<file path="config.mk">
export PLATFORM = sky130hd
export DESIGN_NAME = bitmap_region_page_allocator_unit
export DESIGN_NICKNAME = d
export VERILOG_FILES = /design/src/rtl/brpa_pkg.sv /design/src/rtl/bitmap_region_page_allocator_unit.sv /design/src/rtl/brpa_ctrl.sv /design/src/rtl/brpa_datapath.sv
export SDC_FILE = /design/constraint.sdc
export NUM_CORES = 2
export LEC_CHECK = 0
export ABC_AREA = 0
export BUFFER_PORTS_ARGS = -buffer_cell sky130_fd_sc_hd__buf_2
export CAP_MARGIN = 0
export CORE_ASPECT_RATIO = 0.6
export CORE_MARGIN = 2
export CORE_UTILIZATION = 40
export DETAILED_ROUTE_END_ITERATION = 6
export GPL_ROUTABILITY_DRIVEN = 0
export HOLD_SLACK_MARGIN = 0.1
export PLACE_DENSITY = 0.66
export SLEW_MARGIN = 5
export SYNTH_ARGS = -nofsm -noshare
export SYNTH_HDL_FRONTEND = slang
export SYNTH_HIERARCHICAL = 1
export SYNTH_SLANG_ARGS = --single-unit
</file>
<file path="constraint.sdc">
create_clock -name clock -period 5.7 [get_ports clock]
set_clock_uncertainty 0.1 [all_clocks]
set_input_delay 1.14 -clock clock [delete_from_list [all_inputs] [get_ports clock]]
set_output_delay 1.14 -clock clock [all_outputs]
set_load 0.1 [all_outputs]
</file>
<file path="src/rtl/brpa_pkg.sv">
// Shared types, codes and constants of the bitmap region page allocator.
package brpa_pkg;

   localparam int PN_W     = 10;
   localparam int MODE_W   = 2;
   localparam int STATUS_W = 2;

   // slots examined per cycle by the region search
   localparam int CHUNK   = 8;
   localparam int CHUNK_W = 3;

   // fixed-point shift of the reciprocal used to split a page number
   localparam int DIV_SHIFT = 20;

   localparam logic [MODE_W-1:0] MODE_ALLOC = 2'd0;
   localparam logic [MODE_W-1:0] MODE_FREE  = 2'd1;
   localparam logic [MODE_W-1:0] MODE_QUERY = 2'd2;

   localparam logic [STATUS_W-1:0] RSP_OK       = 2'd0;
   localparam logic [STATUS_W-1:0] RSP_NO_SPACE = 2'd1;
   localparam logic [STATUS_W-1:0] RSP_BAD_FREE = 2'd2;

   typedef enum logic [2:0] {
      ST_IDLE,
      ST_SCAN,
      ST_PICK,
      ST_DIV,
      ST_SPLIT,
      ST_RD,
      ST_MOD,
      ST_RESP
   } state_type;

   typedef struct packed {
      logic accept;
      logic scan_step;
      logic pick;
      logic div;
      logic split;
      logic rd;
      logic modify;
      logic load;
   } cmd_type;

   typedef struct packed {
      logic [MODE_W-1:0] mode;
      logic              last_chunk;
      logic              found_avail;
      logic              free_hit;
      logic              out_free;
   } stat_type;

endpackage

</file>
<file path="src/rtl/bitmap_region_page_allocator_unit.sv">
// Top level of the bitmap region page allocator: controller plus datapath.
//
// Page allocator over REGION_SLOTS region slots of PAGES_PER_REGION pages each; a page
// number is slot * PAGES_PER_REGION + index. A request beat carries a mode (allocate,
// free, ownership query) and a page number, and yields exactly one response beat.
// Allocate hands out the lowest free page of the lowest valid region that has one,
// otherwise opens the lowest unused slot and returns its page 0 (region_acquired), or
// answers no space. Free sets the page's bit again and releases the slot once the whole
// region is free (region_released); freeing into an absent region or an already free
// page answers bad free and changes nothing. Query answers whether the page lies in a
// valid region. One request is in flight at a time; a finished response sits in an
// output register, so the next request is taken while it waits. The region search of
// an allocate looks at eight slots a cycle; every other mode splits the page number
// into slot and index by a reciprocal multiply, registered in a divide step and then
// split. An existing region's bitmap costs a registered read and a write-back of the
// single-port mask memory. A response held by stall delays the return to idle. No
// clearing pass is needed after reset: only the valid and non-full flags are cleared,
// and a mask is always written when its slot opens.
module bitmap_region_page_allocator_unit #(
   parameter int REGION_SLOTS     = 16,
   parameter int PAGES_PER_REGION = 64
) (
   input  logic                          clock,
   input  logic                          reset,
   input  logic                          req_valid,
   output logic                          req_stall,
   input  logic [brpa_pkg::MODE_W-1:0]   req_mode,
   input  logic [brpa_pkg::PN_W-1:0]     req_page_number,
   output logic                          rsp_valid,
   input  logic                          rsp_stall,
   output logic [brpa_pkg::PN_W-1:0]     rsp_page_number_res,
   output logic [brpa_pkg::STATUS_W-1:0] rsp_status,
   output logic                          rsp_owned,
   output logic                          rsp_region_acquired,
   output logic                          rsp_region_released
);
   import brpa_pkg::*;

   cmd_type  cmd;
   stat_type stat;

   // sequence each beat through search, split, read and write-back
   brpa_ctrl u_ctrl (
      .clock     (clock),
      .reset     (reset),
      .req_valid (req_valid),
      .req_mode  (req_mode),
      .req_stall (req_stall),
      .stat      (stat),
      .cmd       (cmd)
   );

   // hold region flags, bitmaps and the response register
   brpa_datapath #(
      .REGION_SLOTS     (REGION_SLOTS),
      .PAGES_PER_REGION (PAGES_PER_REGION)
   ) u_datapath (
      .clock               (clock),
      .reset               (reset),
      .req_mode            (req_mode),
      .req_page_number     (req_page_number),
      .rsp_stall           (rsp_stall),
      .rsp_valid           (rsp_valid),
      .rsp_page_number_res (rsp_page_number_res),
      .rsp_status          (rsp_status),
      .rsp_owned           (rsp_owned),
      .rsp_region_acquired (rsp_region_acquired),
      .rsp_region_released (rsp_region_released),
      .cmd                 (cmd),
      .stat                (stat)
   );

endmodule

</file>
<file path="src/rtl/brpa_ctrl.sv">
// Sequencer of the bitmap region page allocator.
module brpa_ctrl (
   input  logic                        clock,
   input  logic                        reset,
   input  logic                        req_valid,
   input  logic [brpa_pkg::MODE_W-1:0] req_mode,
   output logic                        req_stall,
   input  brpa_pkg::stat_type          stat,
   output brpa_pkg::cmd_type           cmd
);
   import brpa_pkg::*;

   state_type state_ff;
   state_type state_in;

   always_ff @(posedge clock) begin
      if (reset) begin
         state_ff <= ST_IDLE;
      end else begin
         state_ff <= state_in;
      end
   end

   always_comb begin
      state_in = state_ff;
      unique case (state_ff)
         ST_IDLE: begin
            if (req_valid) begin
               state_in = (req_mode == MODE_ALLOC) ? ST_SCAN : ST_DIV;
            end
         end
         ST_SCAN:  state_in = stat.last_chunk ? ST_PICK : ST_SCAN;
         ST_PICK:  state_in = stat.found_avail ? ST_RD : ST_RESP;
         ST_DIV:   state_in = ST_SPLIT;
         ST_SPLIT: begin
            state_in = (stat.mode == MODE_FREE && stat.free_hit) ? ST_RD : ST_RESP;
         end
         ST_RD:    state_in = ST_MOD;
         ST_MOD:   state_in = ST_RESP;
         ST_RESP:  state_in = stat.out_free ? ST_IDLE : ST_RESP;
         default:  state_in = ST_IDLE;
      endcase
   end

   always_comb begin
      cmd       = '0;
      req_stall = 1'b1;
      unique case (state_ff)
         ST_IDLE: begin
            req_stall  = 1'b0;
            cmd.accept = req_valid;
         end
         ST_SCAN:  cmd.scan_step = 1'b1;
         ST_PICK:  cmd.pick      = 1'b1;
         ST_DIV:   cmd.div       = 1'b1;
         ST_SPLIT: cmd.split     = 1'b1;
         ST_RD:    cmd.rd        = 1'b1;
         ST_MOD:   cmd.modify    = 1'b1;
         ST_RESP:  cmd.load      = stat.out_free;
         default:  cmd           = '0;
      endcase
   end

endmodule

</file>
<file path="src/rtl/brpa_datapath.sv">
// Region bookkeeping, bitmap memory, search and result register of the allocator.
module brpa_datapath #(
   parameter int REGION_SLOTS     = 16,
   parameter int PAGES_PER_REGION = 64
) (
   input  logic                          clock,
   input  logic                          reset,
   input  logic [brpa_pkg::MODE_W-1:0]   req_mode,
   input  logic [brpa_pkg::PN_W-1:0]     req_page_number,
   input  logic                          rsp_stall,
   output logic                          rsp_valid,
   output logic [brpa_pkg::PN_W-1:0]     rsp_page_number_res,
   output logic [brpa_pkg::STATUS_W-1:0] rsp_status,
   output logic                          rsp_owned,
   output logic                          rsp_region_acquired,
   output logic                          rsp_region_released,
   input  brpa_pkg::cmd_type             cmd,
   output brpa_pkg::stat_type            stat
);
   import brpa_pkg::*;

   localparam int SW    = (REGION_SLOTS > 1) ? $clog2(REGION_SLOTS) : 1;
   localparam int PW    = PAGES_PER_REGION;
   localparam int BW    = $clog2(PAGES_PER_REGION);
   localparam int NCH   = (REGION_SLOTS + CHUNK - 1) / CHUNK;
   localparam int CW    = (NCH > 1) ? $clog2(NCH) : 1;
   localparam int PADW  = NCH * CHUNK;
   localparam int PSW   = CW + CHUNK_W;
   localparam int RW    = DIV_SHIFT + 1;
   localparam int PRW   = PN_W + RW;
   localparam int PGW   = SW + PN_W;
   localparam logic [RW-1:0] RECIP =
      RW'(((1 << DIV_SHIFT) + PAGES_PER_REGION - 1) / PAGES_PER_REGION);
   localparam logic [PW-1:0] FULL_MASK = {PW{1'b1}};

   // bitmap store: one free mask per slot, a set bit marks a free page
   logic [PW-1:0] mask_ram [REGION_SLOTS];
   logic [PW-1:0] rd_data_ff;

   logic [MODE_W-1:0]       mode_ff, mode_in;
   logic [PN_W-1:0]         pn_ff, pn_in;
   logic [PN_W-1:0]         q_ff, q_in;
   logic [BW-1:0]           idx_ff, idx_in;
   logic [SW-1:0]           slot_ff, slot_in;
   logic [BW-1:0]           bit_ff, bit_in;
   logic [CW-1:0]           chunk_ff, chunk_in;
   logic                    found_avail_ff, found_avail_in;
   logic                    found_empty_ff, found_empty_in;
   logic [PSW-1:0]          avail_slot_ff, avail_slot_in;
   logic [PSW-1:0]          empty_slot_ff, empty_slot_in;
   logic [REGION_SLOTS-1:0] valid_ff, valid_in;
   logic [REGION_SLOTS-1:0] nonfull_ff, nonfull_in;
   logic                    bad_ff, bad_in;
   logic                    nospace_ff, nospace_in;
   logic                    owned_ff, owned_in;
   logic                    acq_ff, acq_in;
   logic                    rel_ff, rel_in;
   logic                    page_en_ff, page_en_in;

   logic                    rsp_valid_ff, rsp_valid_in;
   logic [PN_W-1:0]         rsp_page_ff, rsp_page_in;
   logic [STATUS_W-1:0]     rsp_status_ff, rsp_status_in;
   logic                    rsp_owned_ff, rsp_owned_in;
   logic                    rsp_acq_ff, rsp_acq_in;
   logic                    rsp_rel_ff, rsp_rel_in;

   logic                    mem_we;
   logic [SW-1:0]           mem_wa;
   logic [PW-1:0]           mem_wd;

   logic [PADW-1:0]         avail_pad, empty_pad;
   logic [CHUNK-1:0]        avail_slice, empty_slice;
   logic [CHUNK_W-1:0]      avail_enc, empty_enc;
   logic [SW-1:0]           sel_slot;
   logic                    in_range;
   logic                    free_hit;
   logic [PRW-1:0]          prod;
   logic [PN_W-1:0]         rem;
   logic [PW-1:0]           iso;
   logic [BW-1:0]           low_bit;
   logic [PW-1:0]           idx_bit;
   logic [PW-1:0]           new_mask;
   logic [PGW-1:0]          page_wide;

   // search slices and their lowest set positions
   always_comb begin
      avail_pad   = PADW'(valid_ff & nonfull_ff);
      empty_pad   = PADW'(~valid_ff);
      avail_slice = avail_pad[chunk_ff * CHUNK +: CHUNK];
      empty_slice = empty_pad[chunk_ff * CHUNK +: CHUNK];
      avail_enc   = '0;
      empty_enc   = '0;
      for (int i = CHUNK - 1; i >= 0; i--) begin
         if (avail_slice[i]) avail_enc = CHUNK_W'(i);
         if (empty_slice[i]) empty_enc = CHUNK_W'(i);
      end
   end

   always_comb begin
      sel_slot = found_avail_ff ? avail_slot_ff[SW-1:0] : empty_slot_ff[SW-1:0];
      in_range = (q_ff < PN_W'(REGION_SLOTS));
      free_hit = in_range ? valid_ff[q_ff[SW-1:0]] : 1'b0;
      prod     = PRW'(pn_ff) * PRW'(RECIP);
      rem      = pn_ff - PN_W'(q_ff * PN_W'(PAGES_PER_REGION));
      iso      = rd_data_ff & (~rd_data_ff + PW'(1));
      low_bit  = '0;
      for (int i = 0; i < PW; i++) begin
         if (iso[i]) low_bit = low_bit | BW'(i);
      end
      idx_bit  = PW'(1) << idx_ff;
      page_wide = PGW'(slot_ff) * PGW'(PAGES_PER_REGION) + PGW'(bit_ff);
   end

   always_comb begin
      mode_in        = mode_ff;
      pn_in          = pn_ff;
      q_in           = q_ff;
      idx_in         = idx_ff;
      slot_in        = slot_ff;
      bit_in         = bit_ff;
      chunk_in       = chunk_ff;
      found_avail_in = found_avail_ff;
      found_empty_in = found_empty_ff;
      avail_slot_in  = avail_slot_ff;
      empty_slot_in  = empty_slot_ff;
      valid_in       = valid_ff;
      nonfull_in     = nonfull_ff;
      bad_in         = bad_ff;
      nospace_in     = nospace_ff;
      owned_in       = owned_ff;
      acq_in         = acq_ff;
      rel_in         = rel_ff;
      page_en_in     = page_en_ff;
      mem_we         = 1'b0;
      mem_wa         = slot_ff;
      mem_wd         = rd_data_ff;
      new_mask       = rd_data_ff;

      if (cmd.accept) begin
         mode_in        = req_mode;
         pn_in          = req_page_number;
         chunk_in       = '0;
         found_avail_in = 1'b0;
         found_empty_in = 1'b0;
         bad_in         = 1'b0;
         nospace_in     = 1'b0;
         owned_in       = 1'b0;
         acq_in         = 1'b0;
         rel_in         = 1'b0;
         page_en_in     = 1'b0;
         bit_in         = '0;
      end

      // keep the first hit of each kind, lowest chunk first
      if (cmd.scan_step) begin
         chunk_in = chunk_ff + CW'(1);
         if (!found_avail_ff && avail_slice != '0) begin
            found_avail_in = 1'b1;
            avail_slot_in  = {chunk_ff, avail_enc};
         end
         if (!found_empty_ff && empty_slice != '0) begin
            found_empty_in = 1'b1;
            empty_slot_in  = {chunk_ff, empty_enc};
         end
      end

      if (cmd.pick) begin
         slot_in = sel_slot;
         if (!found_avail_ff && found_empty_ff) begin
            // open a fresh region and hand out its page 0
            mem_we               = 1'b1;
            mem_wa               = sel_slot;
            mem_wd               = FULL_MASK & ~PW'(1);
            valid_in[sel_slot]   = 1'b1;
            nonfull_in[sel_slot] = 1'b1;
            acq_in               = 1'b1;
            page_en_in           = 1'b1;
            bit_in               = '0;
         end else if (!found_avail_ff) begin
            nospace_in = 1'b1;
         end
      end

      if (cmd.div) begin
         q_in = prod[DIV_SHIFT +: PN_W];
      end

      if (cmd.split) begin
         idx_in  = rem[BW-1:0];
         slot_in = q_ff[SW-1:0];
         if (mode_ff == MODE_FREE && !free_hit) bad_in = 1'b1;
         if (mode_ff == MODE_QUERY) owned_in = free_hit;
      end

      if (cmd.modify) begin
         if (mode_ff == MODE_ALLOC) begin
            new_mask            = rd_data_ff & ~iso;
            mem_we              = 1'b1;
            mem_wd              = new_mask;
            nonfull_in[slot_ff] = (new_mask != '0);
            bit_in              = low_bit;
            page_en_in          = 1'b1;
         end else if ((rd_data_ff & idx_bit) != '0) begin
            bad_in = 1'b1;
         end else begin
            new_mask = rd_data_ff | idx_bit;
            mem_we   = 1'b1;
            mem_wd   = new_mask;
            if (new_mask == FULL_MASK) begin
               valid_in[slot_ff]   = 1'b0;
               nonfull_in[slot_ff] = 1'b0;
               rel_in              = 1'b1;
            end else begin
               nonfull_in[slot_ff] = 1'b1;
            end
         end
      end
   end

   // result register: hold while stalled, drop once taken
   always_comb begin
      rsp_valid_in  = rsp_valid_ff && rsp_stall;
      rsp_page_in   = rsp_page_ff;
      rsp_status_in = rsp_status_ff;
      rsp_owned_in  = rsp_owned_ff;
      rsp_acq_in    = rsp_acq_ff;
      rsp_rel_in    = rsp_rel_ff;
      if (cmd.load) begin
         rsp_valid_in  = 1'b1;
         rsp_page_in   = page_en_ff ? page_wide[PN_W-1:0] : '0;
         rsp_status_in = bad_ff ? RSP_BAD_FREE : (nospace_ff ? RSP_NO_SPACE : RSP_OK);
         rsp_owned_in  = owned_ff;
         rsp_acq_in    = acq_ff;
         rsp_rel_in    = rel_ff;
      end
   end

   always_ff @(posedge clock) begin
      if (reset) begin
         valid_ff     <= '0;
         nonfull_ff   <= '0;
         rsp_valid_ff <= 1'b0;
      end else begin
         valid_ff     <= valid_in;
         nonfull_ff   <= nonfull_in;
         rsp_valid_ff <= rsp_valid_in;
      end
   end

   always_ff @(posedge clock) begin
      mode_ff        <= mode_in;
      pn_ff          <= pn_in;
      q_ff           <= q_in;
      idx_ff         <= idx_in;
      slot_ff        <= slot_in;
      bit_ff         <= bit_in;
      chunk_ff       <= chunk_in;
      found_avail_ff <= found_avail_in;
      found_empty_ff <= found_empty_in;
      avail_slot_ff  <= avail_slot_in;
      empty_slot_ff  <= empty_slot_in;
      bad_ff         <= bad_in;
      nospace_ff     <= nospace_in;
      owned_ff       <= owned_in;
      acq_ff         <= acq_in;
      rel_ff         <= rel_in;
      page_en_ff     <= page_en_in;
      rsp_page_ff    <= rsp_page_in;
      rsp_status_ff  <= rsp_status_in;
      rsp_owned_ff   <= rsp_owned_in;
      rsp_acq_ff     <= rsp_acq_in;
      rsp_rel_ff     <= rsp_rel_in;
   end

   always_ff @(posedge clock) begin
      if (mem_we) mask_ram[mem_wa] <= mem_wd;
      if (cmd.rd) rd_data_ff <= mask_ram[slot_ff];
   end

   assign stat.mode        = mode_ff;
   assign stat.last_chunk  = (chunk_ff == CW'(NCH - 1));
   assign stat.found_avail = found_avail_ff;
   assign stat.free_hit    = free_hit;
   assign stat.out_free    = !rsp_valid_ff || !rsp_stall;

   assign rsp_valid           = rsp_valid_ff;
   assign rsp_page_number_res = rsp_page_ff;
   assign rsp_status          = rsp_status_ff;
   assign rsp_owned           = rsp_owned_ff;
   assign rsp_region_acquired = rsp_acq_ff;
   assign rsp_region_released = rsp_rel_ff;

   a_nonfull_implies_valid: assert property (@(posedge clock) disable iff (reset)
      (nonfull_ff & ~valid_ff) == '0)
      else $error("slot marked as having free pages while not valid");

   a_alloc_mask_nonzero: assert property (@(posedge clock) disable iff (reset)
      cmd.modify && mode_ff == MODE_ALLOC |-> rd_data_ff != '0)
      else $error("allocation reached a region with no free page");

   a_acq_rel_exclusive: assert property (@(posedge clock) disable iff (reset)
      rsp_valid_ff |-> !(rsp_acq_ff && rsp_rel_ff))
      else $error("beat both acquires and releases a region");

   a_owned_clean: assert property (@(posedge clock) disable iff (reset)
      rsp_valid_ff && rsp_owned_ff |-> rsp_status_ff == RSP_OK && !rsp_acq_ff && !rsp_rel_ff)
      else $error("ownership answer carries allocation side effects");

endmodule

</file>
=== After elaboration in Yosys (flattened, before gate mapping) ===
Memory sizes are Yosys's and may differ from the RTL's. A register that Yosys moved wholly into a read port is not among the register bits.
Index checks and enable logic that the tools add are counted.
W data, S select, Z words.

* Flip-flop bits (word level): 100
* Bits in writable memories: 1024
* Output and inout bits: 17
* Word-level logic and storage cells: 314
* Memories kept: 1

{| class="wikitable"
|+ Memory list
! memory !! words !! bits a word !! read ports !! clocked after memory_dff !! write ports !! RTL line !! source
|-
| u_datapath.mask_ram || 16 || 64 || 1 || 1 || 1 || brpa_datapath.sv:37 || <nowiki>logic [PW-1:0] mask_ram [REGION_SLOTS];</nowiki>
|}

* Add/subtract/negate cells: 4
* $lt $le $gt $ge: 6
* Equal/unequal tests: 13
* Shift-type cells: 3
* Mux-type cells: 222
* Bitwise gates (word level): 14
* Reduce and logical (&&, ||, !) cells: 25

{| class="wikitable"
|+ Operator list
! kind !! count
|-
| $mux W64 || 9
|-
| $mux W16 || 26
|-
| $mux W6 || 39
|-
| $and A64 B64 Y64 || 3
|-
| $not A64 Y64 || 2
|-
| $reduce_bool A64 Y1 || 2
|-
| $mux W1 || 80
|-
| $mux W5 || 16
|-
| $mux W4 || 18
|-
| $mux W3 || 23
|-
| $add A64 B1 Y64 const B || 1
|-
| $eq A64 B64 Y1 const B || 1
|-
| $or A64 B64 Y64 || 1
|-
| $shl A1 B6 Y64 const A || 1
|-
| $and A16 B16 Y16 || 3
|-
| $or A16 B16 Y16 || 3
|-
| $not A16 Y16 || 2
|-
| $shiftx A16 B5 Y8 || 2
|-
| $pmux W3 S8 || 1
|-
| $lt A4 B5 Y1 const B || 4
|-
| $bwmux W16 || 1
|-
| $reduce_bool A8 Y1 || 2
|-
| $eq A3 B3 Y1 const B || 4
|-
| $mux W2 || 6
|-
| 19 further kinds || 37
|}

=== Depth between registers and ports, before layout ===
* Depth in word-level cells: 69
* Gate-level depth with buffers: 15
* Depth with buffers taken out: 10

=== By module ===
The synthesis kept the hierarchy.

{| class="wikitable"
|+ By module, submodules not included
! module !! instances !! cells each !! area each (um2)
|-
| brpa_datapath || 1 || 2939 || 50442.1
|-
| brpa_ctrl || 1 || 32 || 255.2
|}

=== Least setup slack after synthesis ===
No wires, ideal clock.

* Path kind: reg2reg
* Start point: reg u_datapath.idx_ff[0]
* End point: mem u_datapath/mask_ram[13][0] (netlist name), enable pin
* Setup time: 0.487 ns
* Arrival: 5.437 ns
* Path slack: -0.324 ns
* Cell stages (with the launch flop): 15
* Path buffers: 5
* Clock period less this slack: 6.024 ns
* Cell sequence: edfxtp_1 > buf_2 > buf_2 > buf_2 > buf_1 > mux2i_1 > o21ai_0 > a31oi_1 > o32ai_1 > nor3_1 > and2_1 > clkbuf_1 > nor2_1 > o31a_1 > nor2_1

* Cells in the longest elaborated chain, start to end: 11

{| class="wikitable"
|+ RTL lines
! element !! RTL line !! source
|-
| from (decl) || brpa_datapath.sv:43 || <nowiki>logic [BW-1:0] idx_ff, idx_in;</nowiki>
|-
| from (signal assigned) || brpa_datapath.sv:254 || <nowiki>idx_ff <= idx_in;</nowiki>
|-
| $shl A1 B6 Y64 || brpa_datapath.sv:110 || <nowiki>idx_bit = PW'(1) << idx_ff;</nowiki>
|-
| $and A64 B64 Y64 || brpa_datapath.sv:203 || <nowiki>end else if ((rd_data_ff & idx_bit) != '0) begin</nowiki>
|-
| $reduce_bool A64 Y1 || brpa_datapath.sv:203 ||
|-
| $mux W1 || brpa_datapath.sv:203 ||
|-
| $mux W1 || brpa_datapath.sv:196 || <nowiki>if (mode_ff == MODE_ALLOC) begin</nowiki>
|-
| $mux W1 || brpa_datapath.sv:195 || <nowiki>if (cmd.modify) begin</nowiki>
|-
| $mux W1 || brpa_datapath.sv:196 ||
|-
| $mux W1 (2 in a row) || brpa_datapath.sv:195 ||
|-
| $mux W1 || brpa_datapath.sv:276 || <nowiki>if (mem_we) mask_ram[mem_wa] <= mem_wd;</nowiki>
|-
| $mux W1 (not written as such) || brpa_datapath.sv:276 ||
|-
| to (decl) || brpa_datapath.sv:37 ||
|}

Every way passes these cells. The select of a mux whose other input is x is not followed.

=== Worst setup path after layout ===
* Start point: reg u_datapath.idx_ff[5]
* End point: mem u_datapath/mask_ram[11][28] (netlist name), enable pin

The elaborated chain is that of the path after synthesis.

==> flow_metrics.env <==
export IMPL_ctsHoldBuffers=0
export IMPL_cts_resized_gates=0
export IMPL_routedWlPerCell_um=28.9
export IMPL_synth_seq_cells=1188
export IMPL_cts_buffers_inserted=102
export IMPL_fp_row_count=101
export IMPL_syn_inst=2971
export IMPL_ys_seq_area_frac=0.694
export IMPL_multi_input_area_mm2=0.0145
export IMPL_synth_enable_flop_cells=1138
export IMPL_seqCellArea_mm2=0.0352
export IMPL_critPathCaptureType="flip-flop"
export IMPL_clock_fmax_ghz=0.192
export IMPL_via_count=30700
export IMPL_wl_met3_um=18500
export IMPL_slew_headroom=0.119
export IMPL_fp_dieArea_mm2=0.130
export IMPL_critPathArrivalTime_ns=5.49
export IMPL_track_usage=0.211
export IMPL_cts_setup_buffers=0
export IMPL_crit_required_ns=5.98
export IMPL_finalCritPeriodShare=0.913
export IMPL_maxUsedRoutingLayer="met5"
export IMPL_avgViaCountPerCell=6.38
export IMPL_ioPinCount=33
export IMPL_initial_utilization=0.402
export IMPL_synth_top_area_frac=0.674
export IMPL_yosys_area_top_type="edfxtp_1"
export IMPL_root_buffer="clkbuf_16"
export IMPL_pwr_share_comb=0.205
export IMPL_drive_gt1_frac=0.236
export IMPL_vdd_ir_drop_max_v=0.000628
export IMPL_cell_internal_pwr_mw=16.1
export IMPL_final_core_util=0.452
export IMPL_fin_area_mm2=0.0570
export IMPL_clkLatencyLatePin_ns=0.72
export IMPL_mostFrequentLayoutCells="edfxtp_1, mux4_2, o21ai_0"
export IMPL_pwr_share_clk=0.314
export IMPL_cts_tree="built"
export IMPL_avgSynthCellArea_um2=17.1
export IMPL_power_switching_mw=6.17
export IMPL_antenna_found_initial=3
export IMPL_grt_pass1_wl_um=203000
export IMPL_drv_cap=0
export IMPL_synth_area_top_cells="edfxtp_1, mux4_2, dfxtp_1"
export IMPL_ant_nets=0
export IMPL_hold_ws_ns=0.318
export IMPL_seq_power_share=0.481
export IMPL_critPathLaunchType="flip-flop"
export IMPL_final_nets=3039
export IMPL_drcViolationCount=46
export IMPL_crit_type="flip-flop to flip-flop"
export IMPL_synth_nets=2987
export IMPL_status="finished, violations left"
export IMPL_report_final_slew_viol_count=0
export IMPL_hold_path_class="flip-flop to flip-flop"
export IMPL_synthArstFlopShare=0
export IMPL_period_minus_slack_ns=5.20
export IMPL_cp_max_fo=26
export IMPL_cts_sinks=1188
export IMPL_met2WireLength_um=56000
export IMPL_clk_pin_slew_ns=0.07
export IMPL_power_leakage_nw=17.5
export IMPL_die_y_um=280
export IMPL_h_tree_depth=3
export IMPL_core_mm2=0.126
export IMPL_yosysUniqueCellTypes=90
export IMPL_clockBufferDepth=3
export IMPL_drt_initial_drc_count=5418
export IMPL_hpwl_um=84900
export IMPL_grt_max_degree=106
export IMPL_tightest_slew_ns=1.30
export IMPL_drt_met1_wl_um=60500
export IMPL_io_buffers=32
export IMPL_syn_area_mm2=0.0507
export IMPL_dr_pass1_iters=7
export IMPL_wl_um=139000
export IMPL_grt_pass1_vias=28900
export IMPL_rsz0062_at_grt="false"
export IMPL_setup_viol=0
export IMPL_die_w_um=464
export IMPL_violations="DRC"
export IMPL_p_sw_frac=0.277
export IMPL_area_growth_pct=12.4
export IMPL_post_dp_cell_area_mm2=0.0537
export IMPL_synth_ff_type="edfxtp_1"
export IMPL_grt_ovfl_total=0
export IMPL_fill_cells=10700
export IMPL_final_common_cell="edfxtp_1"
export IMPL_synthesis_yosys_warnings=6
export IMPL_hold_violations=0
export IMPL_p_per_area_mw_per_mm2=391
## cell families (layout without fill, tap and decap cells)
family,after synthesis,count (layout),synth area share
AO/OA/AOI/OAI,576,576,0.0746
flip-flops,1188,1188,0.694
adder cells (fa/ha/maj),2,2,0.000395
buffers and inverters,287,424,0.0229
AND/OR/NAND/NOR,579,579,0.0606
other,0,1,0
multiplexers,339,339,0.148
## stage by stage
step           cells  TNS, ns  setup WS, ns  power, mW
2_1_floorplan   2971  -125.72        -0.324       13.8
3_3_place_gp    4618        0         0.781       15.3
3_5_place_dp    4618        0         0.667       15.4
4_1_cts         4807        0         0.545       22.3
5_1_grt         4807        0         0.262       23.0
6_report        4808        0         0.496       22.3
## registers in the layout (all words and copies together), names as in the netlist, 2 cells and up
register                        cells
u_ctrl/state_ff                     3
u_datapath/avail_slot_ff            4
u_datapath/bit_ff                   6
u_datapath/empty_slot_ff            4
u_datapath/idx_ff                   6
u_datapath/mask_ram              1024
u_datapath/mode_ff                  2
u_datapath/nonfull_ff              16
u_datapath/pn_ff                   10
u_datapath/q_ff                     4
u_datapath/rd_data_ff              64
u_datapath/rsp_page_number_res     10
u_datapath/rsp_status               2
u_datapath/slot_ff                  4
u_datapath/valid_ff                16
## layer usage
metal / track usage / vias to the layer above
li1: - / 12400
met5: 0 / -
met2: 0.278 / 2252
met3: 0.0683 / 405
met1: 0.332 / 15600
met4: 0.0519 / 4
## critical path: stages, from the launching register on
cell      delay, ns
edfxtp_1       0.94
mux4_2         0.60
and4_1         0.21
a21oi_1        0.14
nand4_1        0.20
nor3_1         0.61
nand2_1        0.39
a21oi_1        0.35
a31oi_1        0.37
nor2_4         0.59
buf_12         0.31
## synthesized netlist by cell type (38+ instances only)
library cell	instances
nand2_1	113
edfxtp_1	1138
nor2_1	158
a21oi_1	98
clkbuf_1	171
mux4_2	327
a211oi_1	82
inv_1	38
buf_1	49
nor3_1	63
o21ai_0	177
dfxtp_1	50
## final timing paths
path	start	to	slack (ns)	cells past startpoint
max	u_datapath/idx_ff[5]$_DFFE_PP_	u_datapath/mask_ram[11][28]$_DFFE_PP_	0.50	10
max reg2reg	u_datapath/idx_ff[5]$_DFFE_PP_	u_datapath/mask_ram[11][28]$_DFFE_PP_	0.50	10
min reg2reg	u_datapath/pn_ff[4]$_DFFE_PP_	u_datapath/idx_ff[4]$_DFFE_PP_	0.32	0
min	u_datapath/pn_ff[4]$_DFFE_PP_	u_datapath/idx_ff[4]$_DFFE_PP_	0.32	0
## layout make-up
class                           instances  area share
Timing Repair Buffer                  196      0.0292
Sequential cell                      1188       0.617
Clock buffer                          125      0.0476
Antenna cell                            1   0.0000439
Tap cell                             1699      0.0373
Multi-Input combinational cell       1496       0.255
Inverter                               39     0.00257
Clock inverter                         64      0.0110
## power groups by stage
stage | logic [mW] | registers, mW | clock network (mW)
2_1_floorplan | 3.09 | 10.7 | 0
3_3_place_gp | 4.47 | 10.9 | 0
3_5_place_dp | 4.52 | 10.9 | 0
4_1_cts | 4.53 | 10.7 | 7.11
5_1_grt | 4.84 | 10.7 | 7.46
6_report | 4.58 | 10.7 | 7.00
Note: power is estimated with default switching activity, not from simulation.
